==> src/rtl/ccv_pkg.sv <==
package ccv_pkg;

  // Default depth of the checksum chain.
  localparam int MAX_CHAIN_DEF = 4;

  // Field widths.
  localparam int BYTE_W   = 8;
  localparam int CFG_W    = 3;
  localparam int ALGO_W   = 3;
  localparam int ENTRY_W  = 2;
  localparam int WORD_W   = 32;
  localparam int N_ALGO   = 4;
  localparam int CFG_A_W  = 3;
  localparam int OUT_TD_W = 40;

  // Configuration register indexes.
  localparam logic [CFG_A_W-1:0] CFG_CHAIN_LEN   = 3'd0;
  localparam logic [CFG_A_W-1:0] CFG_ALGO_FIRST  = 3'd1;
  localparam logic [CFG_A_W-1:0] CFG_ALGO_FOURTH = 3'd4;

  // Reset values of the configuration registers.
  localparam logic [CFG_W-1:0] CHAIN_LEN_RST = 3'd2;

  // Checksum constants.
  localparam logic [15:0] CRC16_INIT = 16'hFFFF;
  localparam logic [15:0] CRC16_POLY = 16'h1021;
  localparam logic [31:0] CRC32_INIT = 32'hFFFFFFFF;
  localparam logic [31:0] CRC32_POLY = 32'hEDB88320;
  localparam logic [8:0]  FL16_MOD   = 9'd255;
  localparam logic [16:0] FL32_MOD   = 17'd65535;
  localparam logic [16:0] ADLER_MOD  = 17'd65521;

  // Algorithm codes; the two unused codes compute zero.
  typedef enum logic [ALGO_W-1:0] {
    ALGO_CRC16   = 3'd0,
    ALGO_CRC32   = 3'd1,
    ALGO_FL16    = 3'd2,
    ALGO_FL32    = 3'd3,
    ALGO_ADLER32 = 3'd4,
    ALGO_XORFOLD = 3'd5
  } algo_t;

  localparam logic [ALGO_W-1:0] ALGO_NONE = 3'd7;

  typedef logic [N_ALGO-1:0][ALGO_W-1:0] algo_arr_t;

  // Running checksum state of one frame.
  typedef struct packed {
    logic [15:0] crc16;
    logic [31:0] crc32;
    logic [15:0] fl16;
    logic [31:0] fl32;
    logic [15:0] adler_a;
    logic [15:0] adler_b;
    logic [31:0] xor_acc;
    logic [1:0]  byte_lane;
  } sums_t;

  // Control from the trailer checker to the checksum engine.
  typedef struct packed {
    logic absorb;
    logic restart;
    logic frame_end;
  } sums_ctl_t;

  // One verification result.
  typedef struct packed {
    logic               verify_ok;
    logic [ENTRY_W-1:0] bad_entry;
    logic [WORD_W-1:0]  bad_computed;
  } result_t;

endpackage

==> src/rtl/checksum_chain_verifier.sv <==
// Channel  | Dir | Handshake           | Word
// in_      | in  | in_tvalid/tready    | tdata data_byte, tuser is_trailer
// out_     | out | out_tvalid/tready   | tdata verify_ok, bad_entry, bad_computed
// cfg_     | in  | cfg_valid/cfg_ready | cfg_addr register index, cfg_data value
//
// One byte a cycle unless stalled: a word is taken into the input register,
// then the checksum update and the trailer compare run combinationally into
// the state and the result register. A result word is offered from the
// result register after its last trailer byte leaves the input register.
// Reset is synchronous on rst_n and restores the register defaults.
// The input side stalls only when its register is full and a result is
// still waiting at the output; configuration writes are always taken.
module checksum_chain_verifier #(
  parameter int MAX_CHAIN = ccv_pkg::MAX_CHAIN_DEF
) (
  input  logic                         clk,
  input  logic                         rst_n,
  input  logic                         in_tvalid,
  output logic                         in_tready,
  input  logic [7:0]                   in_tdata,   // [7:0] data_byte
  input  logic                         in_tuser,   // [0] is_trailer
  output logic                         out_tvalid,
  input  logic                         out_tready,
  // [0] verify_ok, [2:1] bad_entry, [34:3] bad_computed, [39:35] zero
  output logic [ccv_pkg::OUT_TD_W-1:0] out_tdata,
  input  logic                         cfg_valid,
  output logic                         cfg_ready,
  input  logic [ccv_pkg::CFG_A_W-1:0]  cfg_addr,
  input  logic [ccv_pkg::CFG_W-1:0]    cfg_data
);
  import ccv_pkg::*;

  logic               in_valid_r, in_valid_nxt;
  logic [BYTE_W-1:0]  in_byte_r;
  logic               in_trail_r;
  logic               advance, fire, in_take;
  logic               out_valid_r, out_valid_nxt;
  result_t            out_res_r, res;
  logic               res_valid;
  logic [CFG_W-1:0]   chain_len_r;
  algo_arr_t          algo_r;
  sums_ctl_t          ctl;
  sums_t              sums;
  logic [CFG_A_W-1:0] algo_sel;

  // Input register handshake.
  assign advance   = !out_valid_r || out_tready;
  assign fire      = in_valid_r && advance;
  assign in_tready = !in_valid_r || advance;
  assign in_take   = in_tvalid && in_tready;

  always_comb begin
    in_valid_nxt = in_valid_r;
    if (in_take) begin
      in_valid_nxt = 1'b1;
    end else if (fire) begin
      in_valid_nxt = 1'b0;
    end
  end

  always_ff @(posedge clk) begin
    if (!rst_n) begin
      in_valid_r <= 1'b0;
    end else begin
      in_valid_r <= in_valid_nxt;
    end
  end

  always_ff @(posedge clk) begin
    if (in_take) begin
      in_byte_r  <= in_tdata;
      in_trail_r <= in_tuser;
    end
  end

  // Configuration registers.
  assign cfg_ready = 1'b1;
  assign algo_sel  = cfg_addr - CFG_ALGO_FIRST;

  always_ff @(posedge clk) begin
    if (!rst_n) begin
      chain_len_r <= CHAIN_LEN_RST;
      algo_r[0]   <= ALGO_CRC16;
      algo_r[1]   <= ALGO_ADLER32;
      algo_r[2]   <= ALGO_CRC16;
      algo_r[3]   <= ALGO_CRC16;
    end else if (cfg_valid) begin
      if (cfg_addr == CFG_CHAIN_LEN) begin
        chain_len_r <= cfg_data;
      end else if (cfg_addr >= CFG_ALGO_FIRST && cfg_addr <= CFG_ALGO_FOURTH) begin
        algo_r[algo_sel[ENTRY_W-1:0]] <= cfg_data;
      end
    end
  end

  ccv_sums u_sums (
    .clk       (clk),
    .rst_n     (rst_n),
    .ctl       (ctl),
    .data_byte (in_byte_r),
    .sums      (sums)
  );

  ccv_trailer #(
    .MAX_CHAIN (MAX_CHAIN)
  ) u_trailer (
    .clk          (clk),
    .rst_n        (rst_n),
    .fire         (fire),
    .data_byte    (in_byte_r),
    .is_trailer   (in_trail_r),
    .chain_length (chain_len_r),
    .algo         (algo_r),
    .sums         (sums),
    .ctl          (ctl),
    .res_valid    (res_valid),
    .res          (res)
  );

  // Result register.
  always_comb begin
    out_valid_nxt = out_valid_r;
    if (res_valid) begin
      out_valid_nxt = 1'b1;
    end else if (out_tready) begin
      out_valid_nxt = 1'b0;
    end
  end

  always_ff @(posedge clk) begin
    if (!rst_n) begin
      out_valid_r <= 1'b0;
    end else begin
      out_valid_r <= out_valid_nxt;
    end
  end

  always_ff @(posedge clk) begin
    if (res_valid) begin
      out_res_r <= res;
    end
  end

  assign out_tvalid = out_valid_r;
  assign out_tdata  = {5'd0, out_res_r.bad_computed, out_res_r.bad_entry,
                       out_res_r.verify_ok};

endmodule

==> src/rtl/ccv_sums.sv <==
module ccv_sums (
  input  logic                     clk,
  input  logic                     rst_n,
  input  ccv_pkg::sums_ctl_t       ctl,
  input  logic [ccv_pkg::BYTE_W-1:0] data_byte,
  output ccv_pkg::sums_t           sums
);
  import ccv_pkg::*;

  sums_t sums_r, sums_nxt, base, upd, rst_val;

  logic [15:0] c16;
  logic [31:0] c32;
  logic [8:0]  f16_s1, f16_s2;
  logic [16:0] f32_s1, f32_s2;
  logic [16:0] ad_a, ad_b;

  assign sums = sums_r;

  // Frame start values.
  always_comb begin
    rst_val           = '0;
    rst_val.crc16     = CRC16_INIT;
    rst_val.crc32     = CRC32_INIT;
    rst_val.adler_a   = 16'd1;
  end

  // A payload byte that breaks into a trailer starts from fresh values.
  assign base = ctl.restart ? rst_val : sums_r;

  // Absorb one byte into every checksum.
  always_comb begin
    upd = base;

    c16 = base.crc16 ^ {data_byte, 8'h00};
    for (int k = 0; k < 8; k++) begin
      c16 = c16[15] ? ((c16 << 1) ^ CRC16_POLY) : (c16 << 1);
    end
    upd.crc16 = c16;

    c32 = base.crc32 ^ {24'h000000, data_byte};
    for (int k = 0; k < 8; k++) begin
      c32 = c32[0] ? ((c32 >> 1) ^ CRC32_POLY) : (c32 >> 1);
    end
    upd.crc32 = c32;

    // Sums stay below the modulus, so one subtract reduces each add.
    f16_s1 = {1'b0, base.fl16[7:0]} + {1'b0, data_byte};
    if (f16_s1 >= FL16_MOD) begin
      f16_s1 = f16_s1 - FL16_MOD;
    end
    f16_s2 = {1'b0, base.fl16[15:8]} + f16_s1;
    if (f16_s2 >= FL16_MOD) begin
      f16_s2 = f16_s2 - FL16_MOD;
    end
    upd.fl16 = {f16_s2[7:0], f16_s1[7:0]};

    f32_s1 = {1'b0, base.fl32[15:0]} + {9'd0, data_byte};
    if (f32_s1 >= FL32_MOD) begin
      f32_s1 = f32_s1 - FL32_MOD;
    end
    f32_s2 = {1'b0, base.fl32[31:16]} + f32_s1;
    if (f32_s2 >= FL32_MOD) begin
      f32_s2 = f32_s2 - FL32_MOD;
    end
    upd.fl32 = {f32_s2[15:0], f32_s1[15:0]};

    ad_a = {1'b0, base.adler_a} + {9'd0, data_byte};
    if (ad_a >= ADLER_MOD) begin
      ad_a = ad_a - ADLER_MOD;
    end
    ad_b = {1'b0, base.adler_b} + ad_a;
    if (ad_b >= ADLER_MOD) begin
      ad_b = ad_b - ADLER_MOD;
    end
    upd.adler_a = ad_a[15:0];
    upd.adler_b = ad_b[15:0];

    // The xor fold places byte i in lane i mod 4.
    case (base.byte_lane)
      2'd0:    upd.xor_acc = base.xor_acc ^ {24'h000000, data_byte};
      2'd1:    upd.xor_acc = base.xor_acc ^ {16'h0000, data_byte, 8'h00};
      2'd2:    upd.xor_acc = base.xor_acc ^ {8'h00, data_byte, 16'h0000};
      default: upd.xor_acc = base.xor_acc ^ {data_byte, 24'h000000};
    endcase
    upd.byte_lane = base.byte_lane + 2'd1;
  end

  // Next state of the checksum registers.
  always_comb begin
    sums_nxt = sums_r;
    if (ctl.frame_end) begin
      sums_nxt = rst_val;
    end else if (ctl.absorb) begin
      sums_nxt = upd;
    end
  end

  always_ff @(posedge clk) begin
    if (!rst_n) begin
      sums_r <= rst_val;
    end else begin
      sums_r <= sums_nxt;
    end
  end

endmodule

==> src/rtl/ccv_trailer.sv <==
module ccv_trailer #(
  parameter int MAX_CHAIN = ccv_pkg::MAX_CHAIN_DEF
) (
  input  logic                       clk,
  input  logic                       rst_n,
  input  logic                       fire,
  input  logic [ccv_pkg::BYTE_W-1:0] data_byte,
  input  logic                       is_trailer,
  input  logic [ccv_pkg::CFG_W-1:0]  chain_length,
  input  ccv_pkg::algo_arr_t         algo,
  input  ccv_pkg::sums_t             sums,
  output ccv_pkg::sums_ctl_t         ctl,
  output logic                       res_valid,
  output ccv_pkg::result_t           res
);
  import ccv_pkg::*;

  // The entry counter must also be able to hold the count of named entries.
  localparam int CNT_RAW = $clog2(MAX_CHAIN + 1);
  localparam int CNT_W   = (CNT_RAW > ENTRY_W) ? CNT_RAW : ENTRY_W + 1;

  logic [WORD_W-1:0]  exp_r, exp_nxt, exp_word;
  logic [1:0]         tbytes_r, tbytes_nxt;
  logic [CNT_W-1:0]   cnt_r, cnt_nxt, cnt_inc, len_eff;
  logic               miss_r, miss_nxt;
  logic [ENTRY_W-1:0] bad_idx_r, bad_idx_nxt;
  logic [WORD_W-1:0]  bad_val_r, bad_val_nxt;
  logic [ALGO_W-1:0]  code;
  logic [WORD_W-1:0]  computed;
  logic               in_trailer, word_done, miss_now, frame_done;

  // Effective chain length: zero counts as one, the top is clamped.
  always_comb begin
    if (chain_length == '0) begin
      len_eff = CNT_W'(1);
    end else if (int'(chain_length) > MAX_CHAIN) begin
      len_eff = CNT_W'(MAX_CHAIN);
    end else begin
      len_eff = CNT_W'(chain_length);
    end
  end

  // Value of the algorithm of the current entry.
  assign code = (cnt_r < CNT_W'(N_ALGO)) ? algo[cnt_r[ENTRY_W-1:0]] : ALGO_NONE;

  always_comb begin
    case (code)
      ALGO_CRC16:   computed = {16'h0000, sums.crc16};
      ALGO_CRC32:   computed = sums.crc32 ^ CRC32_INIT;
      ALGO_FL16:    computed = {16'h0000, sums.fl16};
      ALGO_FL32:    computed = sums.fl32;
      ALGO_ADLER32: computed = {sums.adler_b, sums.adler_a};
      ALGO_XORFOLD: computed = sums.xor_acc;
      default:      computed = '0;
    endcase
  end

  assign in_trailer = (cnt_r != '0) || (tbytes_r != 2'd0);
  assign exp_word   = {exp_r[WORD_W-BYTE_W-1:0], data_byte};
  assign word_done  = fire && is_trailer && (tbytes_r == 2'd3);
  assign miss_now   = (computed != exp_word) && !miss_r;
  assign cnt_inc    = cnt_r + CNT_W'(1);
  assign frame_done = word_done && (cnt_inc >= len_eff);

  // Control toward the checksum engine.
  always_comb begin
    ctl.absorb    = fire && !is_trailer;
    ctl.restart   = fire && !is_trailer && in_trailer;
    ctl.frame_end = frame_done;
  end

  // Trailer assembly and the first-mismatch record.
  always_comb begin
    exp_nxt     = exp_r;
    tbytes_nxt  = tbytes_r;
    cnt_nxt     = cnt_r;
    miss_nxt    = miss_r;
    bad_idx_nxt = bad_idx_r;
    bad_val_nxt = bad_val_r;
    if (fire && !is_trailer) begin
      if (in_trailer) begin
        exp_nxt     = '0;
        tbytes_nxt  = 2'd0;
        cnt_nxt     = '0;
        miss_nxt    = 1'b0;
        bad_idx_nxt = '0;
        bad_val_nxt = '0;
      end
    end else if (fire) begin
      tbytes_nxt = tbytes_r + 2'd1;
      if (!word_done) begin
        exp_nxt = exp_word;
      end else if (frame_done) begin
        exp_nxt     = '0;
        cnt_nxt     = '0;
        miss_nxt    = 1'b0;
        bad_idx_nxt = '0;
        bad_val_nxt = '0;
      end else begin
        exp_nxt = '0;
        cnt_nxt = cnt_inc;
        if (miss_now) begin
          miss_nxt    = 1'b1;
          bad_idx_nxt = cnt_r[ENTRY_W-1:0];
          bad_val_nxt = computed;
        end
      end
    end
  end

  // Result of a completed frame.
  always_comb begin
    res_valid = frame_done;
    res       = '0;
    if (miss_r) begin
      res.bad_entry    = bad_idx_r;
      res.bad_computed = bad_val_r;
    end else if (miss_now) begin
      res.bad_entry    = cnt_r[ENTRY_W-1:0];
      res.bad_computed = computed;
    end else begin
      res.verify_ok = 1'b1;
    end
  end

  always_ff @(posedge clk) begin
    if (!rst_n) begin
      exp_r     <= '0;
      tbytes_r  <= 2'd0;
      cnt_r     <= '0;
      miss_r    <= 1'b0;
      bad_idx_r <= '0;
      bad_val_r <= '0;
    end else begin
      exp_r     <= exp_nxt;
      tbytes_r  <= tbytes_nxt;
      cnt_r     <= cnt_nxt;
      miss_r    <= miss_nxt;
      bad_idx_r <= bad_idx_nxt;
      bad_val_r <= bad_val_nxt;
    end
  end

endmodule
==> config.mk <==
export PLATFORM = sky130hd
export DESIGN_NAME = checksum_chain_verifier
export DESIGN_NICKNAME = d
export VERILOG_FILES = /design/src/rtl/ccv_pkg.sv /design/src/rtl/checksum_chain_verifier.sv /design/src/rtl/ccv_sums.sv /design/src/rtl/ccv_trailer.sv
export SDC_FILE = /design/constraint.sdc
export NUM_CORES = 1
export LEC_CHECK = 0
export ABC_CLOCK_PERIOD_IN_PS = 27200
export BUFFER_PORTS_ARGS = -buffer_cell sky130_fd_sc_hd__buf_2
export CAP_MARGIN = 20
export CORE_UTILIZATION = 50
export CTS_CLUSTER_DIAMETER = 200
export DETAILED_ROUTE_END_ITERATION = 6
export PLACE_DENSITY = 0.7
export RECOVER_POWER = 25
export SYNTH_ARGS = -nofsm -noshare
export SYNTH_HDL_FRONTEND = slang
export SYNTH_SLANG_ARGS = --single-unit
==> constraint.sdc <==
create_clock -name clk -period 27.2 [get_ports clk]
set_input_delay 5.44 -clock clk [delete_from_list [all_inputs] [get_ports clk]]
set_output_delay 5.44 -clock clk [all_outputs]
set_load 0.005 [all_outputs]
* Word-level counts from Yosys, hierarchy flattened
Cells that the tools add are included.
Operators by class: add/subtract/negate cells 16, order comparisons 14, reduce and logical (&&, ||, !) cells 34, eq/ne operators 10, muxes and demuxes 68, bitwise operators 25
Operator list (count):
- two-way mux 32 bit | 14
- one-hot mux 32 bit (6 select lines) | 1
- two-way mux 162 bit | 1
- NOT 13 -> 14 bit | 8
- two-way mux 13 bit | 8
- one-hot mux 32 bit (3 select lines) | 1
- two-way mux 24 bit | 3
- greater-or-equal comparator 17 x 16 -> 1 bit (second input constant) | 4
- two-way mux 34 bit | 2
- bitwise XOR 32 x 8 -> 32 bit | 2
- adder 16 x 17 -> 17 bit | 2
- adder 16 x 8 -> 17 bit | 2
- two-way mux 17 bit | 2
- subtractor 17 x 16 -> 17 bit (second input constant) | 2
- two-way mux 16 bit | 2
- != test 32 bit | 1
- NOT 32 bit | 1
- subtractor 16 bit (second input constant) | 2
- bitwise XOR 32 x 16 -> 32 bit | 1
- bitwise XOR 32 x 24 -> 32 bit | 1
- bitwise XOR 32 bit | 1
- two-way mux 3 bit | 10
- NOT 3 bit | 8
- greater-or-equal comparator 9 x 8 -> 1 bit (second input constant) | 2
- 40 further kinds | 86
Storage, ports and cells: output and inout bits 43, register bits after elaboration 287, word-level logic and storage cells 193, input port bits 20

* Logic depth before layout (Yosys ltp)
word-level depth 23, mapped depth 40, gate-level depth less buffers 33

* By module
Synthesis repeated with hierarchy kept, for this count alone.
Second synthesis, totals: cells, all modules 2529, area, all modules 20493.4 um^2
Modules (own cells, without submodules):
- ccv_sums | area each 13305.3 um^2, times used 1, cells each 1761, sequential area each 3243.1 um^2
- ccv_trailer | area each 5104.9 um^2, times used 1, cells each 650, sequential area each 1281.2 um^2
- checksum_chain_verifier | area each 2083.2 um^2, times used 1, cells each 118, sequential area each 1661.6 um^2

* Worst setup path after synthesis
OpenSTA, ideal clock, no wires.
path kind input-to-reg, from input port out_tready, to register u_sums.sums_r, in the netlist u_sums.sums[90], arrival time 12.769 ns, path buffers 7, stages 37, setup time 0.117 ns, data required time 27.083 ns, setup slack 14.313 ns, cells stage by stage nand2b_1 -> nand3_1 -> buf_2 -> buf_2 -> buf_1 -> clkbuf_1 -> clkbuf_1 -> and2_1 -> ha_1 -> inv_1 -> fa_1 -> nor2b_1 -> o31a_1 -> o21ai_0 -> xor2_1 -> nor4bb_1 -> nand3_1 -> nor4_1 -> ha_1 -> nor2_1 -> nand2_1 -> buf_2 -> xor2_1 -> ha_1 -> fa_1 -> a211oi_1 -> o21bai_1 -> a21oi_1 -> xnor2_1 -> nand4_1 -> nor4b_2 -> o211ai_1 -> a211o_1 -> clkbuf_1 -> a211oi_1 -> mux2i_1 -> nand2_1
On the way: word-level cells in the longest chain between the ends 11, elaborated cells on any way between the ends 17, those cells by class add/sub (4); order compare (2); mux (3); reduce/logical (8)
RTL lines:
- from (decl) | line checksum_chain_verifier.sv:23 | input logic out_tready,
- logical OR 1 bit * | line checksum_chain_verifier.sv:47 | assign advance = !out_valid_r || out_tready;
- logical AND 1 bit * | line checksum_chain_verifier.sv:48 | assign fire = in_valid_r && advance;
- logical AND 1 bit * (2 in series) | line ccv_trailer.sv:68 | ctl.restart = fire && !is_trailer && in_trailer;
- two-way mux 162 bit * | line ccv_sums.sv:29 | assign base = ctl.restart ? rst_val : sums_r;
- adder 16 x 8 -> 17 bit * | line ccv_sums.sv:58 | f32_s1 = {1'b0, base.fl32[15:0]} + {9'd0, data_byte};
- subtractor 17 x 16 -> 17 bit / greater-or-equal comparator 17 x 16 -> 1 bit (equally long branches) | line ccv_sums.sv:60, ccv_sums.sv:59
- two-way mux 17 bit * | line ccv_sums.sv:59 | if (f32_s1 >= FL32_MOD) begin
- net u_sums.f32_s1[0] | line ccv_sums.sv:15 | logic [16:0] f32_s1, f32_s2;
- adder 16 x 17 -> 17 bit * | line ccv_sums.sv:62 | f32_s2 = {1'b0, base.fl32[31:16]} + f32_s1;
- subtractor 16 bit / greater-or-equal comparator 17 x 16 -> 1 bit (equally long branches) | line ccv_sums.sv:64, ccv_sums.sv:63
- two-way mux 16 bit * | line ccv_sums.sv:63 | if (f32_s2 >= FL32_MOD) begin
- to (signal assigned) | line ccv_sums.sv:101 | sums_r <= rst_val;
- to (signal assigned) | line ccv_sums.sv:103 | sums_r <= sums_nxt;
- to (decl) | line ccv_sums.sv:10 | sums_t sums_r, sums_nxt, base, upd, rst_val;
The timed path passes the listed nets; every way through them passes the cells marked *. A chain may end at the register's enable or synchronous reset.

* Worst setup path after layout
from input port out_tready, to register u_sums.sums_r, in the netlist u_sums.sums[42]
On the way: word-level cells in the longest chain between the ends 11, elaborated cells on any way between the ends 17, those cells by class add/sub (4); order compare (2); mux (3); reduce/logical (8)
RTL lines:
- logical OR 1 bit * | line checksum_chain_verifier.sv:47
- logical AND 1 bit * | line checksum_chain_verifier.sv:48
- logical AND 1 bit * (2 in series) | line ccv_trailer.sv:68
- two-way mux 162 bit * | line ccv_sums.sv:29
- adder 16 x 8 -> 17 bit * | line ccv_sums.sv:68 | ad_a = {1'b0, base.adler_a} + {9'd0, data_byte};
- subtractor 17 x 16 -> 17 bit / greater-or-equal comparator 17 x 16 -> 1 bit (equally long branches) | line ccv_sums.sv:70, ccv_sums.sv:69
- two-way mux 17 bit * | line ccv_sums.sv:69 | if (ad_a >= ADLER_MOD) begin
- net u_sums.ad_a[10] | line ccv_sums.sv:16 | logic [16:0] ad_a, ad_b;
- adder 16 x 17 -> 17 bit * | line ccv_sums.sv:72 | ad_b = {1'b0, base.adler_b} + ad_a;
- greater-or-equal comparator 17 x 16 -> 1 bit * | line ccv_sums.sv:73 | if (ad_b >= ADLER_MOD) begin
- two-way mux 16 bit * | line ccv_sums.sv:73
Marked as above.

==> run metrics <==
Worst Min Path Start u_trailer.bad_val_r[1]; Post-CTS Resized 0; hold endpoint u_trailer.bad_val_r[1]; post-synthesis cell type count 93; Min-Delay Path Depth 2; Setup Skew about 0.018 ns; first-pass GRT wire length roughly 100000 um; Post-synth EDFFs 44; clk sinks 287; depth of the worst register-to-register path 28; warnings from Yosys 0; # DRC 0; Initial Util between 50% and 60%; endpoint type of the worst setup path flop; startpoint types input port; post-route ant nets 0; total CTS buffers 36; max incr delay on CP slightly above 0.8 ns; Die ar. 41700 um2; die width between 200 and 250 um; H-tree lvl count 2; dpl cells approximately 3k; fin crit share slightly above 50%; Synth top area share between 20% and 30%; largest fanout on the critical path 42; dominant cell type by area after synthesis dfxtp_1; crit path max-delay cell type nor4b_1; Primary FF master, synth dfxtp_1; DR vias 19.2k; Yosys reg bits 287; port buffer count 56; metal2 WL just under 30000 um; failing checks capacitance limit, slew limit; async set-reset flop share out of synthesis 0%; nets ~2.6k; Pleak 8.22 nW; largest net degree at the start of global routing 91; status finished, violations left; met3 routed WL about 5300 um; synth top area cells dfxtp_1, xnor2_1, edfxtp_1, ha_1, nand2_1; clk_lat worst skew around 0.56 ns; Worst R2R Setup Slack roughly 17 ns; Reg clk slew, reported paths 0.06 ns; critical path arrival 14.09 ns; WP data required 27.60 ns; Design Power ~0.0013 W; cell count after synthesis ~2.5k; GR Overflow Total 0; fill cell count 3659; DRT Pass-1 Iters 6; Longest Clk Path Bufs 3; all-layer global routing usage 30.7%; Crit path max-delay family simple AND/OR/NAND/NOR gates; Worst-Margin Slew ~2.8 ns; Setup Crit Path Kind in -> reg; RSZ-0062 raised after global routing false; most common cell in the netlist nand2_1; Detailed Route Iter0 Violations around 1.8k; Post-CTS Setup Bufs 0; VDD IR max roughly 0.000043 V; via/cell ratio roughly 6.3; maxcap violations 3; final RePlAce weighted congestion between 1 and 1.5; Worst R2R End u_sums.sums[42]; CTS Hold Bufs 0; share of cells above drive strength 1 between 7 and 8%; worst min-delay path class reg -> reg; antenna fix cells 0; maximum clock rate between 70 and 80 MHz; drt wl/cell 21.0 um; met1 WL ~27000 um; synthesis-to-finish area growth 8.31%; Core Area around 40000 um2; Final Non-Filler Cells 3055; uppermost routed layer met4; Root Driver clkbuf_16; Core Rows between 70 and 80; DP HPWL between 40000 and 50000 um; PD cells about 59 nW/um2; number of global-route vias before repair between 15k and 20k; DRT Wirelength between 60000 and 70000 um; RR Startpoint u_trailer.cnt_r[0]; Worst slew margin -84.2%; initial antenna violation count 1; endpoints failing hold 0; syn avg cell area roughly 8.0 um2; Netlist Area Pre-Place ~20000 um2; endpoints failing setup 0; sequential element share of the synthesized area a little under a third; crit path time final approximately 14 ns; CTS tree done; Die Y approximately 200 um; I/O pin total 63; synth cell count leaders nand2_1, dfxtp_1, nor2_1; Final Max Tran Viols 147; final setup TNS 0 ns; Buf+Inv Stages, Crit Path 1
==> cell families (layout without fill, tap and decap cells) <==
logic type	Yosys count	after routing	share of synthesized area (%)
muxes	88	88	4.62
and+or+nand+nor	907	907	21.7
adders and majority gates	91	91	5.78
AOI/OAI and AO/OA	688	688	21.9
xor gates and xnor gates	252	252	10.9
buffers and inverters	233	211	4.86
other	2	6	0.0367
DFF	287	287	30.2
==> cells in the final DEF, fill, tap and decap left out, types with 27 or more instances in the layout <==
cell type	Yosys	final
a211oi_1	36	36
a21oi_1	197	197
a22oi_1	33	33
and2_1	73	72
and3_1	29	29
buf_2	19	44
buf_4	9	29
clkbuf_16	0	36
dfxtp_1	243	242
edfxtp_1	44	44
ha_1	85	85
inv_1	54	54
mux2i_1	72	72
nand2_1	278	277
nand2b_1	40	40
nand3_1	80	79
nand4_1	30	30
nor2_1	222	218
nor3_1	34	34
o2111ai_1	27	27
o211ai_1	60	60
o21ai_0	147	147
xnor2_1	177	177
xor2_1	74	74
==> through the flow <==
| stage | cell area [um2] | hold slack [ns] | utilization, % | worst slack [ns] |
|---|---|---|---|---|
| 2_1_floorplan | 20500 | 0.429 | - | 14.31 |
| 3_3_place_gp | 20900 | 0.436 | 52.4 | 13.19 |
| 3_5_place_dp | 20900 | 0.442 | 52.4 | 13.09 |
| 4_1_cts | 22200 | 0.452 | 55.5 | 13.65 |
| 5_1_grt | 22200 | 0.485 | 55.4 | 12.92 |
| 6_report | 22200 | 0.452 | 55.4 | 13.51 |
==> worst min-delay path, stage by stage (launching register included) <==
cell and delay (ns):
dfxtp_1 0.31, nand2_1 0.05, o21ai_1 0.05
==> report_power, final <==
group | switching, W | internal [W]
Combinational | 0.000194 | 0.000125
Clock | 0.000199 | 0.000315
Sequential | 0.0000185 | 0.000445
Total | 0.000412 | 0.000885
==> routing by layer <==
metal | GRT usage, % | vias to the layer above
li1 | - | 9030
met1 | 40.2 | 9130
met2 | 49.0 | 817
met3 | 4.51 | 194
met4 | 15.2 | 0
met5 | 0 | -
==> final cells by class <==
cell class / count / area [um2] / share of cell area [%]
Inverter: 55 / 206 / 0.931
Clock buffer: 47 / 982 / 4.43
Clock inverter: 19 / 279 / 1.26
Multi-Input combinational cell: 2032 / 13400 / 60.2
Sequential cell: 287 / 6190 / 27.9
Timing Repair Buffer: 90 / 502 / 2.26
Tap cell: 525 / 657 / 2.96
==> flip-flops by register name, indices dropped and copies added (netlist names) <==
signal	cells
in_byte_r	8
algo_r	12
u_trailer.tbytes_r	2
in_valid_r	1
u_trailer.exp_r	24
u_sums.sums	162
u_trailer.bad_val_r	32
out_tdata	35
in_trail_r	1
u_trailer.miss_r	1
chain_len_r	3
u_trailer.bad_idx_r	2
out_tvalid	1
u_trailer.cnt_r	3
==> how the worst max path moves through the flow <==
| stage | from | endpoint | slack (ns) | cells after the start |
|---|---|---|---|---|
| 6_report | out_tready | u_sums.sums[42] | 13.51 | 27 |
| 5_1_grt | out_tready | u_sums.sums[39] | 12.92 | 27 |
| 4_1_cts | out_tready | u_sums.sums[39] | 13.65 | 27 |
| 3_5_place_dp | out_tready | u_sums.sums[39] | 13.09 | 27 |
| 3_3_place_gp | out_tready | u_sums.sums[39] | 13.19 | 27 |
| 2_1_floorplan | out_tready | u_sums.sums[90] | 14.31 | 37 |
Power figures use the tool's default switching activity.
